[src/hdl/mspdf_pkg.sv]
// Shared types and constants of the serial protocol deframer.
package mspdf_pkg;

  localparam int MAX_PAYLOAD_DEF = 32;
  localparam int BYTE_W          = 8;
  localparam int LEN_W           = 6;
  localparam int IDX_W           = 5;
  localparam int CFG_W           = 6;
  localparam int FIFO_DEPTH      = 4;
  // distance of the first payload byte from the frame's start byte
  localparam int PAYLOAD_OFS     = 5;

  localparam logic [CFG_W-1:0]  LEN_RESET  = 6'd32;
  localparam logic [BYTE_W-1:0] SYNC_START = 8'h24;  // '$'
  localparam logic [BYTE_W-1:0] SYNC_PROTO = 8'h4D;  // 'M'

  typedef enum logic [2:0] {
    PH_START,
    PH_PROTO,
    PH_DIR,
    PH_LEN,
    PH_CODE,
    PH_DATA,
    PH_SUM
  } hunt_phase_t;

  typedef enum logic [1:0] {
    FR_RUN,
    FR_FETCH,
    FR_SCAN
  } fr_state_t;

  typedef enum logic [1:0] {
    BK_IDLE,
    BK_READ,
    BK_SEND
  } bk_state_t;

  typedef struct packed {
    logic [BYTE_W-1:0] dir;
    logic [LEN_W-1:0]  len;
    logic [BYTE_W-1:0] code;
    logic [BYTE_W-1:0] sum;
  } frame_hdr_t;

endpackage

[src/hdl/mspdf_ram.sv]
// Generic single-write, single-read RAM with registered read data.
module mspdf_ram #(
  parameter int WIDTH = 8,
  parameter int DEPTH = 128
) (
  input  logic                     clk,
  input  logic                     wr_en,
  input  logic [$clog2(DEPTH)-1:0] wr_addr,
  input  logic [WIDTH-1:0]         wr_data,
  input  logic [$clog2(DEPTH)-1:0] rd_addr,
  output logic [WIDTH-1:0]         rd_data
);

  logic [WIDTH-1:0] mem [DEPTH];
  logic [WIDTH-1:0] rd_data_r;

  // write port and registered read port
  always_ff @(posedge clk) begin
    if (wr_en) begin
      mem[wr_addr] <= wr_data;
    end
    rd_data_r <= mem[rd_addr];
  end

  assign rd_data = rd_data_r;

endmodule

[src/hdl/mspdf_fifo.sv]
// Short register queue of found frames between hunt engine and result emitter.
module mspdf_fifo #(
  parameter int WIDTH = 32,
  parameter int DEPTH = 4
) (
  input  logic             clk,
  input  logic             rst_n,
  input  logic             push,
  input  logic [WIDTH-1:0] push_data,
  input  logic             pop,
  output logic [WIDTH-1:0] head_data,
  output logic             full,
  output logic             empty
);

  localparam int PW = (DEPTH > 1) ? $clog2(DEPTH) : 1;
  localparam int CW = $clog2(DEPTH + 1);
  localparam logic [PW-1:0] LAST = PW'(DEPTH - 1);

  logic [WIDTH-1:0] mem [DEPTH];
  logic [PW-1:0]    wr_ptr_r, wr_ptr_nxt;
  logic [PW-1:0]    rd_ptr_r, rd_ptr_nxt;
  logic [CW-1:0]    cnt_r, cnt_nxt;

  // advance pointers and fill count
  always_comb begin
    wr_ptr_nxt = wr_ptr_r;
    rd_ptr_nxt = rd_ptr_r;
    cnt_nxt    = cnt_r;
    if (push) begin
      wr_ptr_nxt = (wr_ptr_r == LAST) ? '0 : wr_ptr_r + 1'b1;
    end
    if (pop) begin
      rd_ptr_nxt = (rd_ptr_r == LAST) ? '0 : rd_ptr_r + 1'b1;
    end
    if (push && !pop) begin
      cnt_nxt = cnt_r + 1'b1;
    end else if (pop && !push) begin
      cnt_nxt = cnt_r - 1'b1;
    end
  end

  always_ff @(posedge clk) begin
    if (!rst_n) begin
      wr_ptr_r <= '0;
      rd_ptr_r <= '0;
      cnt_r    <= '0;
    end else begin
      wr_ptr_r <= wr_ptr_nxt;
      rd_ptr_r <= rd_ptr_nxt;
      cnt_r    <= cnt_nxt;
    end
  end

  // hold entry contents
  always_ff @(posedge clk) begin
    if (push) begin
      mem[wr_ptr_r] <= push_data;
    end
  end

  assign head_data = mem[rd_ptr_r];
  assign full      = (cnt_r == CW'(DEPTH));
  assign empty     = (cnt_r == '0);

endmodule

[src/hdl/mspdf_front.sv]
// Hunt engine: stores received bytes, finds frames, rescans rejected frames.
module mspdf_front
  import mspdf_pkg::*;
#(
  parameter int MAX_PAYLOAD = MAX_PAYLOAD_DEF,
  parameter int PTR_W       = 7
) (
  input  logic              clk,
  input  logic              rst_n,
  input  logic [CFG_W-1:0]  max_len,
  input  logic              in_valid,
  output logic              in_ready,
  input  logic [BYTE_W-1:0] in_rx_byte,
  output logic              ram_wr_en,
  output logic [PTR_W-1:0]  ram_wr_addr,
  output logic [BYTE_W-1:0] ram_wr_data,
  output logic [PTR_W-1:0]  ram_rd_addr,
  input  logic [BYTE_W-1:0] ram_rd_data,
  output logic              q_push,
  output frame_hdr_t        q_hdr,
  output logic [PTR_W-1:0]  q_base,
  input  logic              q_full,
  input  logic              q_empty,
  input  logic [PTR_W-1:0]  q_head_base
);

  localparam logic [LEN_W-1:0] MAX_LEN = LEN_W'(MAX_PAYLOAD);

  fr_state_t         state_r, state_nxt;
  hunt_phase_t       phase_r, phase_nxt;
  logic [BYTE_W-1:0] dir_r, dir_nxt;
  logic [LEN_W-1:0]  len_r, len_nxt;
  logic [BYTE_W-1:0] code_r, code_nxt;
  logic [BYTE_W-1:0] sum_r, sum_nxt;
  logic [LEN_W-1:0]  cnt_r, cnt_nxt;
  logic [PTR_W-1:0]  base_r, base_nxt;
  logic [PTR_W-1:0]  wr_ptr_r, wr_ptr_nxt;
  logic [PTR_W-1:0]  rd_ptr_r, rd_ptr_nxt;

  logic              room;
  logic              in_fire;
  logic              step;
  logic [BYTE_W-1:0] cur_byte;
  logic [PTR_W-1:0]  cur_pos;
  logic              reject;
  logic              emit;
  logic [LEN_W-1:0]  limit;
  logic [LEN_W-1:0]  cnt_inc;
  logic              scan_done;

  // keep the oldest queued frame's bytes safe from new writes
  assign room = q_empty || ((wr_ptr_r - q_head_base) != {PTR_W{1'b1}});

  assign limit     = (max_len < MAX_LEN) ? max_len : MAX_LEN;
  assign cnt_inc   = cnt_r + 1'b1;
  assign scan_done = ((rd_ptr_r + 1'b1) == wr_ptr_r);

  // select byte source by state
  always_comb begin
    in_ready = 1'b0;
    step     = 1'b0;
    cur_byte = in_rx_byte;
    cur_pos  = wr_ptr_r;
    unique case (state_r)
      FR_RUN: begin
        in_ready = !q_full && room;
        step     = in_valid && !q_full && room;
      end
      FR_FETCH: begin
        step = 1'b0;
      end
      FR_SCAN: begin
        step     = !q_full;
        cur_byte = ram_rd_data;
        cur_pos  = rd_ptr_r;
      end
      default: begin
        step = 1'b0;
      end
    endcase
  end

  assign in_fire = in_valid && in_ready;

  // next state
  always_comb begin
    state_nxt = state_r;
    unique case (state_r)
      FR_RUN: begin
        if (step && reject) begin
          state_nxt = FR_FETCH;
        end
      end
      FR_FETCH: begin
        state_nxt = FR_SCAN;
      end
      FR_SCAN: begin
        if (step) begin
          if (reject || !scan_done) begin
            state_nxt = FR_FETCH;
          end else begin
            state_nxt = FR_RUN;
          end
        end
      end
      default: begin
        state_nxt = FR_RUN;
      end
    endcase
  end

  // run one byte through the hunt
  always_comb begin
    phase_nxt = phase_r;
    dir_nxt   = dir_r;
    len_nxt   = len_r;
    code_nxt  = code_r;
    sum_nxt   = sum_r;
    cnt_nxt   = cnt_r;
    base_nxt  = base_r;
    reject    = 1'b0;
    emit      = 1'b0;
    if (step) begin
      unique case (phase_r)
        PH_START: begin
          if (cur_byte == SYNC_START) begin
            base_nxt  = cur_pos;
            phase_nxt = PH_PROTO;
          end
        end
        PH_PROTO: begin
          if (cur_byte == SYNC_PROTO) begin
            phase_nxt = PH_DIR;
          end else if (cur_byte == SYNC_START) begin
            base_nxt  = cur_pos;
            phase_nxt = PH_PROTO;
          end else begin
            phase_nxt = PH_START;
          end
        end
        PH_DIR: begin
          dir_nxt   = cur_byte;
          phase_nxt = PH_LEN;
        end
        PH_LEN: begin
          if (cur_byte > BYTE_W'(limit)) begin
            reject    = 1'b1;
            phase_nxt = PH_START;
          end else begin
            len_nxt   = cur_byte[LEN_W-1:0];
            sum_nxt   = cur_byte;
            cnt_nxt   = '0;
            phase_nxt = PH_CODE;
          end
        end
        PH_CODE: begin
          code_nxt  = cur_byte;
          sum_nxt   = sum_r ^ cur_byte;
          phase_nxt = (len_r != '0) ? PH_DATA : PH_SUM;
        end
        PH_DATA: begin
          sum_nxt = sum_r ^ cur_byte;
          cnt_nxt = cnt_inc;
          if (cnt_inc >= len_r) begin
            phase_nxt = PH_SUM;
          end
        end
        PH_SUM: begin
          phase_nxt = PH_START;
          if (cur_byte == sum_r) begin
            emit = 1'b1;
          end else begin
            reject = 1'b1;
          end
        end
        default: begin
          phase_nxt = PH_START;
        end
      endcase
    end
  end

  // advance store pointers; a reject rewinds the read pointer past the start byte
  always_comb begin
    wr_ptr_nxt = wr_ptr_r;
    rd_ptr_nxt = rd_ptr_r;
    if (in_fire) begin
      wr_ptr_nxt = wr_ptr_r + 1'b1;
    end
    if (step && reject) begin
      rd_ptr_nxt = base_r + 1'b1;
    end else if (step && (state_r == FR_SCAN)) begin
      rd_ptr_nxt = rd_ptr_r + 1'b1;
    end
  end

  always_ff @(posedge clk) begin
    if (!rst_n) begin
      state_r  <= FR_RUN;
      phase_r  <= PH_START;
      dir_r    <= '0;
      len_r    <= '0;
      code_r   <= '0;
      sum_r    <= '0;
      cnt_r    <= '0;
      base_r   <= '0;
      wr_ptr_r <= '0;
      rd_ptr_r <= '0;
    end else begin
      state_r  <= state_nxt;
      phase_r  <= phase_nxt;
      dir_r    <= dir_nxt;
      len_r    <= len_nxt;
      code_r   <= code_nxt;
      sum_r    <= sum_nxt;
      cnt_r    <= cnt_nxt;
      base_r   <= base_nxt;
      wr_ptr_r <= wr_ptr_nxt;
      rd_ptr_r <= rd_ptr_nxt;
    end
  end

  assign ram_wr_en   = in_fire;
  assign ram_wr_addr = wr_ptr_r;
  assign ram_wr_data = in_rx_byte;
  assign ram_rd_addr = rd_ptr_r;

  assign q_push   = emit;
  assign q_hdr    = '{dir: dir_r, len: len_r, code: code_r, sum: sum_r};
  assign q_base   = base_r;

endmodule

[src/hdl/mspdf_back.sv]
// Result emitter: walks each queued frame's payload and fills the output register.
module mspdf_back
  import mspdf_pkg::*;
#(
  parameter int PTR_W = 7
) (
  input  logic              clk,
  input  logic              rst_n,
  input  logic              q_empty,
  input  frame_hdr_t        q_hdr,
  input  logic [PTR_W-1:0]  q_base,
  output logic              q_pop,
  output logic [PTR_W-1:0]  ram_rd_addr,
  input  logic [BYTE_W-1:0] ram_rd_data,
  output logic              out_valid,
  input  logic              out_ready,
  output logic [BYTE_W-1:0] out_frame_direction,
  output logic [LEN_W-1:0]  out_frame_length,
  output logic [BYTE_W-1:0] out_frame_code,
  output logic [BYTE_W-1:0] out_frame_checksum,
  output logic [BYTE_W-1:0] out_payload_byte,
  output logic [IDX_W-1:0]  out_payload_index,
  output logic              out_has_payload,
  output logic              out_last_of_frame
);

  bk_state_t         state_r, state_nxt;
  logic [LEN_W-1:0]  k_r, k_nxt;
  logic              out_valid_r, out_valid_nxt;
  logic [BYTE_W-1:0] dir_r, len_dummy_unused;
  logic [LEN_W-1:0]  len_r;
  logic [BYTE_W-1:0] code_r, sum_r, byte_r;
  logic [IDX_W-1:0]  idx_r;
  logic              has_r, last_r;

  logic              has_pl;
  logic              is_last;
  logic              load;

  assign has_pl  = (q_hdr.len != '0);
  assign is_last = !has_pl || ((k_r + 1'b1) == q_hdr.len);

  assign ram_rd_addr = q_base + PTR_W'(PAYLOAD_OFS) + PTR_W'(k_r);

  // next state
  always_comb begin
    state_nxt = state_r;
    unique case (state_r)
      BK_IDLE: begin
        if (!q_empty) begin
          state_nxt = BK_READ;
        end
      end
      BK_READ: begin
        state_nxt = BK_SEND;
      end
      BK_SEND: begin
        if (load) begin
          state_nxt = is_last ? BK_IDLE : BK_READ;
        end
      end
      default: begin
        state_nxt = BK_IDLE;
      end
    endcase
  end

  // load the output register when it is free
  always_comb begin
    load = 1'b0;
    unique case (state_r)
      BK_IDLE:  load = 1'b0;
      BK_READ:  load = 1'b0;
      BK_SEND:  load = !out_valid_r || out_ready;
      default:  load = 1'b0;
    endcase
  end

  assign q_pop = load && is_last;

  // step through payload positions and hold the output beat
  always_comb begin
    k_nxt         = k_r;
    out_valid_nxt = out_valid_r;
    if (load) begin
      k_nxt         = is_last ? '0 : k_r + 1'b1;
      out_valid_nxt = 1'b1;
    end else if (out_ready) begin
      out_valid_nxt = 1'b0;
    end
  end

  always_ff @(posedge clk) begin
    if (!rst_n) begin
      state_r     <= BK_IDLE;
      k_r         <= '0;
      out_valid_r <= 1'b0;
    end else begin
      state_r     <= state_nxt;
      k_r         <= k_nxt;
      out_valid_r <= out_valid_nxt;
    end
  end

  always_ff @(posedge clk) begin
    if (load) begin
      dir_r  <= q_hdr.dir;
      len_r  <= q_hdr.len;
      code_r <= q_hdr.code;
      sum_r  <= q_hdr.sum;
      byte_r <= has_pl ? ram_rd_data : '0;
      idx_r  <= has_pl ? k_r[IDX_W-1:0] : '0;
      has_r  <= has_pl;
      last_r <= is_last;
    end
  end

  assign len_dummy_unused    = '0;
  assign out_valid           = out_valid_r;
  assign out_frame_direction = dir_r | len_dummy_unused;
  assign out_frame_length    = len_r;
  assign out_frame_code      = code_r;
  assign out_frame_checksum  = sum_r;
  assign out_payload_byte    = byte_r;
  assign out_payload_index   = idx_r;
  assign out_has_payload     = has_r;
  assign out_last_of_frame   = last_r;

endmodule

[src/hdl/msp_frame_deframer_top.sv]
// Serial protocol frame deframer: ring store, hunt engine, frame queue, result emitter.
// Throughput: one received byte per cycle while hunting, unless the frame queue is full
//   or the ring lacks room; a rejected frame is rescanned from the byte ring, each stored
//   byte via fetch and scan states, with input held off. Each result passes the emitter's
//   read and send states (registered emit ring read), output register backpressure aside.
// Reset: synchronous, active low; control state cleared, limit 32, ring left uncleared.
module msp_frame_deframer_top
  import mspdf_pkg::*;
#(
  parameter int MAX_PAYLOAD = MAX_PAYLOAD_DEF
) (
  input  logic              clk,
  input  logic              rst_n,
  input  logic              cfg_wr_en,
  input  logic [CFG_W-1:0]  cfg_wr_data,
  input  logic              in_valid,
  output logic              in_ready,
  input  logic [BYTE_W-1:0] in_rx_byte,
  output logic              out_valid,
  input  logic              out_ready,
  output logic [BYTE_W-1:0] out_frame_direction,
  output logic [LEN_W-1:0]  out_frame_length,
  output logic [BYTE_W-1:0] out_frame_code,
  output logic [BYTE_W-1:0] out_frame_checksum,
  output logic [BYTE_W-1:0] out_payload_byte,
  output logic [IDX_W-1:0]  out_payload_index,
  output logic              out_has_payload,
  output logic              out_last_of_frame
);

  // ring holds a frame in flight plus queued frames awaiting emission
  localparam int RING_DEPTH = 2 ** $clog2(2 * (MAX_PAYLOAD + 6));
  localparam int PTR_W      = $clog2(RING_DEPTH);
  localparam int HDR_W      = $bits(frame_hdr_t);
  localparam int Q_W        = HDR_W + PTR_W;

  logic [CFG_W-1:0]  max_len_r, max_len_nxt;

  logic              ram_wr_en;
  logic [PTR_W-1:0]  ram_wr_addr;
  logic [BYTE_W-1:0] ram_wr_data;
  logic [PTR_W-1:0]  scan_rd_addr, emit_rd_addr;
  logic [BYTE_W-1:0] scan_rd_data, emit_rd_data;

  logic              q_push, q_pop, q_full, q_empty;
  frame_hdr_t        q_push_hdr, q_head_hdr;
  logic [PTR_W-1:0]  q_push_base, q_head_base;
  logic [Q_W-1:0]    q_head_data;

  // write the limit register
  always_comb begin
    max_len_nxt = max_len_r;
    if (cfg_wr_en) begin
      max_len_nxt = cfg_wr_data;
    end
  end

  always_ff @(posedge clk) begin
    if (!rst_n) begin
      max_len_r <= LEN_RESET;
    end else begin
      max_len_r <= max_len_nxt;
    end
  end

  mspdf_front #(
    .MAX_PAYLOAD (MAX_PAYLOAD),
    .PTR_W       (PTR_W)
  ) u_front (
    .clk         (clk),
    .rst_n       (rst_n),
    .max_len     (max_len_r),
    .in_valid    (in_valid),
    .in_ready    (in_ready),
    .in_rx_byte  (in_rx_byte),
    .ram_wr_en   (ram_wr_en),
    .ram_wr_addr (ram_wr_addr),
    .ram_wr_data (ram_wr_data),
    .ram_rd_addr (scan_rd_addr),
    .ram_rd_data (scan_rd_data),
    .q_push      (q_push),
    .q_hdr       (q_push_hdr),
    .q_base      (q_push_base),
    .q_full      (q_full),
    .q_empty     (q_empty),
    .q_head_base (q_head_base)
  );

  // ring copy read by the rescan path
  mspdf_ram #(
    .WIDTH (BYTE_W),
    .DEPTH (RING_DEPTH)
  ) u_scan_ram (
    .clk     (clk),
    .wr_en   (ram_wr_en),
    .wr_addr (ram_wr_addr),
    .wr_data (ram_wr_data),
    .rd_addr (scan_rd_addr),
    .rd_data (scan_rd_data)
  );

  // ring copy read by the emit path
  mspdf_ram #(
    .WIDTH (BYTE_W),
    .DEPTH (RING_DEPTH)
  ) u_emit_ram (
    .clk     (clk),
    .wr_en   (ram_wr_en),
    .wr_addr (ram_wr_addr),
    .wr_data (ram_wr_data),
    .rd_addr (emit_rd_addr),
    .rd_data (emit_rd_data)
  );

  mspdf_fifo #(
    .WIDTH (Q_W),
    .DEPTH (FIFO_DEPTH)
  ) u_fifo (
    .clk       (clk),
    .rst_n     (rst_n),
    .push      (q_push),
    .push_data ({q_push_hdr, q_push_base}),
    .pop       (q_pop),
    .head_data (q_head_data),
    .full      (q_full),
    .empty     (q_empty)
  );

  assign q_head_hdr  = frame_hdr_t'(q_head_data[Q_W-1:PTR_W]);
  assign q_head_base = q_head_data[PTR_W-1:0];

  mspdf_back #(
    .PTR_W (PTR_W)
  ) u_back (
    .clk                 (clk),
    .rst_n               (rst_n),
    .q_empty             (q_empty),
    .q_hdr               (q_head_hdr),
    .q_base              (q_head_base),
    .q_pop               (q_pop),
    .ram_rd_addr         (emit_rd_addr),
    .ram_rd_data         (emit_rd_data),
    .out_valid           (out_valid),
    .out_ready           (out_ready),
    .out_frame_direction (out_frame_direction),
    .out_frame_length    (out_frame_length),
    .out_frame_code      (out_frame_code),
    .out_frame_checksum  (out_frame_checksum),
    .out_payload_byte    (out_payload_byte),
    .out_payload_index   (out_payload_index),
    .out_has_payload     (out_has_payload),
    .out_last_of_frame   (out_last_of_frame)
  );

endmodule
[config.mk]
export PLATFORM = sky130hd
export DESIGN_NAME = msp_frame_deframer_top
export DESIGN_NICKNAME = d
export VERILOG_FILES = /design/src/hdl/mspdf_pkg.sv /design/src/hdl/mspdf_ram.sv /design/src/hdl/mspdf_fifo.sv /design/src/hdl/mspdf_front.sv /design/src/hdl/mspdf_back.sv /design/src/hdl/msp_frame_deframer_top.sv
export SDC_FILE = /design/constraint.sdc
export NUM_CORES = 2
export LEC_CHECK = 0
export BUFFER_PORTS_ARGS = -buffer_cell sky130_fd_sc_hd__clkbuf_2
export CELL_PAD_IN_SITES_DETAIL_PLACEMENT = 1
export CELL_PAD_IN_SITES_GLOBAL_PLACEMENT = 2
export CORE_MARGIN = 2
export CORE_UTILIZATION = 40
export CTS_BUF_LIST = sky130_fd_sc_hd__clkbuf_8
export DETAILED_ROUTE_END_ITERATION = 8
export GPL_TIMING_DRIVEN = 0
export MAX_ROUTING_LAYER = met4
export PLACE_DENSITY_LB_ADDON = 0.1
export SLEW_MARGIN = 0
export SYNTH_ARGS = -nofsm -noshare
export SYNTH_HDL_FRONTEND = slang
export SYNTH_HIERARCHICAL = 1
export SYNTH_SLANG_ARGS = --single-unit
[constraint.sdc]
create_clock -name clk -period 12.6 [get_ports clk]
set_input_delay 0.63 -clock clk [delete_from_list [all_inputs] [get_ports clk]]
set_output_delay 0.63 -clock clk [all_outputs]
set_load 0.03 [all_outputs]
# Word level (Yosys, flattened, before mapping)
# Memories as Yosys holds them, arrays and structs flattened. A register that Yosys moved wholly into a read port is not among the register bits.
# Index checks and enable logic that the tools add are counted.
dict set report classes {
  add_sub_neg 12
  order_cmp 3
  n_eq_ne 27
  muxes 50
  n_bitwise 2
  reduce_logical 41
}
# op count
set op_table {}
lappend op_table {{$mux W7} 5}
lappend op_table {{$add A7 B1 Y7 const B} 3}
lappend op_table {{$mux W2} 9}
lappend op_table {{$mux W3} 6}
lappend op_table {{$mux W6} 3}
lappend op_table {{$pmux W3 S6} 1}
lappend op_table {{$mux W1} 17}
lappend op_table {{$mux W8} 2}
lappend op_table {{$pmux W8 S2} 1}
lappend op_table {{$reduce_and A3 Y1} 5}
lappend op_table {{$pmux W7 S2} 1}
lappend op_table {{$add A6 B1 Y6 const B} 2}
lappend op_table {{$eq A3 B3 Y1 const B} 4}
lappend op_table {{$pmux W2 S3} 2}
lappend op_table {{$pmux W6 S2} 1}
lappend op_table {{$reduce_bool A2 Y1} 6}
lappend op_table {{$reduce_bool A6 Y1} 2}
lappend op_table {{$ne A2 B1 Y1 const B} 5}
lappend op_table {{$logic_and A1 B1 Y1} 9}
lappend op_table {{$eq A2 B2 Y1 const B} 4}
lappend op_table {{$eq A8 B6 Y1 const B} 1}
lappend op_table {{$eq A8 B7 Y1 const B} 1}
lappend op_table {{$eq A8 B8 Y1} 1}
lappend op_table {{$gt A8 B6 Y1} 1}
lappend op_table {{other kinds (24)} 43}
dict set report totals {
  reg_bits 129
  mem_bits_rw 2196
  in_bits 19
  word_cells 163
  mem_count 3
}
# memory depth word_bits rd rd_clocked_by_memory_dff wr line
set mem_list {}
lappend mem_list {u_emit_ram.mem 128 8 1 1 1 mspdf_ram.sv:14} ;# logic [WIDTH-1:0] mem [DEPTH];
lappend mem_list {u_scan_ram.mem 128 8 1 1 1 mspdf_ram.sv:14}
lappend mem_list {u_fifo.mem 4 37 1 1 1 mspdf_fifo.sv:20} ;# logic [WIDTH-1:0] mem [DEPTH];

# Depth between registers and ports, before layout
dict set report depth {
  depth_word 10
  ltp_mapped 18
}

# Hierarchy
# Netlist, hierarchy kept.
# module n_inst cells_per_inst area_each_um2
set by_module_without_submodules {}
lappend by_module_without_submodules {mspdf_ram 2 1635 39665.5}
lappend by_module_without_submodules {mspdf_fifo 1 237 5853.1}
lappend by_module_without_submodules {mspdf_front 1 512 4329.2}
lappend by_module_without_submodules {mspdf_back 1 171 2322.2}
lappend by_module_without_submodules {msp_frame_deframer_top 1 19 226.5}

# Least setup slack after synthesis
# No wires, ideal clock.
dict set report synth_path {
  kind {reg-to-reg}
  startpoint {reg with a tool-made name}
  endpoint {mem u_fifo/mem[0][0] in the netlist's numbering (enable)}
  setup_ns 0.398
  arrival_time_ns 4.275
  path_slack_ns 7.927
  path_stages_with_launch 14
  path_buffers 3
  period_less_slack_ns 4.673
  path_cell_list {dfxtp_1 > buf_6 > buf_12 > mux4_2 > ha_1 > fa_1 > nand2b_1 > a21oi_1 > xnor2_1 > o41a_1 > buf_4 > nand2_1 > nor3_1 > and2_1}
}
# element line
set synth_rtl {}
lappend synth_rtl {{end: declaration} mspdf_fifo.sv:20}

==> reports/metrics.yaml <==
outcome: "complete, no violations"
drtIter0Drc: 3468
cts_tree: "built"
viasPerCell: 5.536
rsz0062_at_grt: "false"
required_ns: 13.23
die_w_um: 483.7
slowest_stage: "nor2_1"
final_cell_mix: "2241 x edfxtp_1, 702 x mux4_2, 419 x clkbuf_8"
critPathBufInv: 6
fin_worst_hold_slack_ns: 0.1470
drv_cap: 0
htree_levels: 5
drc: 0
slew_viol_final: 0
synth_edf_count: 2241
worst_slack_ns: 5.508
setup_viol: 0
portBuffers: 64
ctsLongestPathBuffers: 4
setup_tns_ns: 0
clock_skew_ns: 0.1075
post_drt_wl_per_cell_um: 31.14
syn_nets: 4271
synthDistinctLibCells: 76
ys_seq_elements: 2343
crit_chain: "clkbuf_2, buf_2, mux4_2, ha_1, fa_1, nand2b_1, a21oi_1, xnor2_1, o311ai_1, buf_2, inv_1, clkbuf_1, nor2b_1, nand3_1, clkbuf_2, nor2_1"
grt_pass1_wl_um: 358100
cts_root_buf: "clkbuf_8"
post_dp_cell_area_sq_um: 96870
cp-start-kind: "register"
cts_buffers: 408
final_cells: 8060
worstPathArrival_ns: 7.72
cts_setup_buffers: 0
cts_resized: 0
final_cell_area_sq_um: 104400
core-area_sq_um: 229500
routabilityCongestion: 0.7993
synth_top_area_share_pct: 73.10
initial_core_util_pct: 40.12
synthFlopType: "edfxtp_1"
async_flop_share_pct: 0
maxSlewHeadroom_pct: 3.178
dieArea_sq_um: 234000
firstDrtPassIters: 5
drt-total-wl_um: 251000
clk_transition_reported_paths_ns: 0.06
seq_area_frac_synth_pct: 75.31
rows: 176
ant_nets: 0
slowest_delay_ns: 0.88
via_count: 44620
antenna_found_initial: 10
chipHeight_um: 483.7
clk_latency_ns: 1.08
drive_gt1_share_pct: 28.79
leakagePower_uw: 0.03271
synthCells: 4209
pin_count: 66
nNetsFinal: 4787
dpl.cell_count: 7323
ir_drop_mv: 0.1292
crit_family: "buffers and inverters"
min_period_ns: 7.092
synth_area_per_cell_sq_um: 21.87
finalHoldViolCount: 0
grt_max_degree: 138
critPathKind: "register to register"
p_per_area_nw_per_um2: 145.0
track_usage_pct: 22.11
cts_sinks: 2343
synth.area.top_cells: "edfxtp_1 73%, mux4_2 17%, dfxtp_1 2.2%"
yosys.area.top_type: "edfxtp_1"
grt_overflow_total: 0
hold_path_class: "input pin to register"
post-place-ws_ns: 5.568
cp_max_fo: 10
max_freq_ghz: 0.1410
yosys_warnings: 6
end_kind: "register"
first_global_vias: 47150
area_growth_pct: 13.37
final_min_period_over_clock_period_pct: 56.29
syn_area_sq_um: 92060
worstMarginPinSlew_ns: 1.450
layout_commonest_cell: "edfxtp_1"
dp_hpwl_um: 163500
layout make-up:
class                      count  area [sq um]
buffer                       227          1201
timing repair buffer         106          1064
inverter                      36         135.1
clock buffer                 419          5767
fill                       21110        125100
sequential                  2343         69340
tap                         3026          3786
multi-input combinational   1603         21550
antenna                        5         12.51
clock inverter               295          1523
flip-flops by register name (all words and copies together) (netlist names), 8 cells and up, named ones only:
register,count
u_back/out_frame_checksum,8
u_back/out_frame_code,8
u_back/out_frame_direction,8
u_back/out_payload_byte,8
u_emit_ram/mem,1024
u_emit_ram/rd_data,8
u_fifo/mem,148
u_front/code_r,8
u_front/dir_r,8
u_front/sum_r,8
u_scan_ram/mem,1024
u_scan_ram/rd_data,8
synthesized netlist by cell type (all sizes together), types with 8 or more instances:
library cell     n
edfxtp        2241
mux4           709
nor2           259
nand2          129
buf            118
clkbuf         109
dfxtp          102
nand3           58
mux2i           53
xnor2           41
ha              40
nor3            36
inv             35
mux2            34
a21oi           30
o21ai           30
nor2b           28
nand2b          19
and2            18
xor2            15
nand4           11
or3             11
o211ai           8
timing repair:
action                                  CTS  global route
endpoints found under the setup margin    0             0
hold buffers                             15             0
hold endpoints to repair                 25             0
worst reg2reg max path, delay by kind of cell (launching register included):
family / cells / cell delay [ns]
fa+ha+maj: 2 / 0.64
mux: 1 / 0.45
buf+inv: 6 / 2.34
compound gates: 2 / 0.55
simple gates: 4 / 2.00
xor+xnor: 1 / 0.35
flops: 1 / 0.31
routing by layer:
layer / vias to the layer above / global-route usage (%) / share of wire (%)
met5: - / - / 0
met4: 0 / 6.379 / 2.8
met3: 408 / 3.218 / 4.2
met2: 1111 / 35.70 / 50
met1: 24420 / 29.35 / 43
li1: 18690 / - / -
where the power goes:
part | internal, uW | switching (uW)
clock | 3300 | 3040
sequential | 8530 | 7.54
combinational | 51.0 | 210
total | 11900 | 3250
metrics by stage:
step / util, % / total power (uW)
finish: 45.49 / 15130
global route: 45.49 / 15680
global placement: 41.91 / 8949
CTS: 45.46 / 15350
detailed placement: 42.22 / 8965
floorplan: - / 8811
final timing paths:
check | slack (ns) | end | cells after the start | startpoint
worst min register to register | 0.47 | u_fifo/mem[0][35] | 0 | u_front/dir_r[6]
worst max-delay path | 5.51 | u_emit_ram/mem[94][4] | 16 | register
worst min-delay path | 0.15 | max_len_r[5] | 2 | rst_n
worst max register to register | 5.51 | u_emit_ram/mem[94][4] | 16 | register
logic make-up (layout without fill, tap and decap cells):
| family | after synthesis | after routing | synth area share, % |
|---|---|---|---|
| AOI/OAI and AO/OA | 114 | 114 | 0.8413 |
| xor gates and xnor gates | 56 | 56 | 0.5328 |
| adders and majority gates | 43 | 43 | 0.6089 |
| buffers and inverters | 263 | 1083 | 1.363 |
| DFF | 2343 | 2343 | 75.31 |
| muxes | 796 | 796 | 18.37 |
| other | 0 | 5 | 0 |
| and+or+nand+nor | 594 | 594 | 2.970 |
Power figures use the tool's default switching activity.
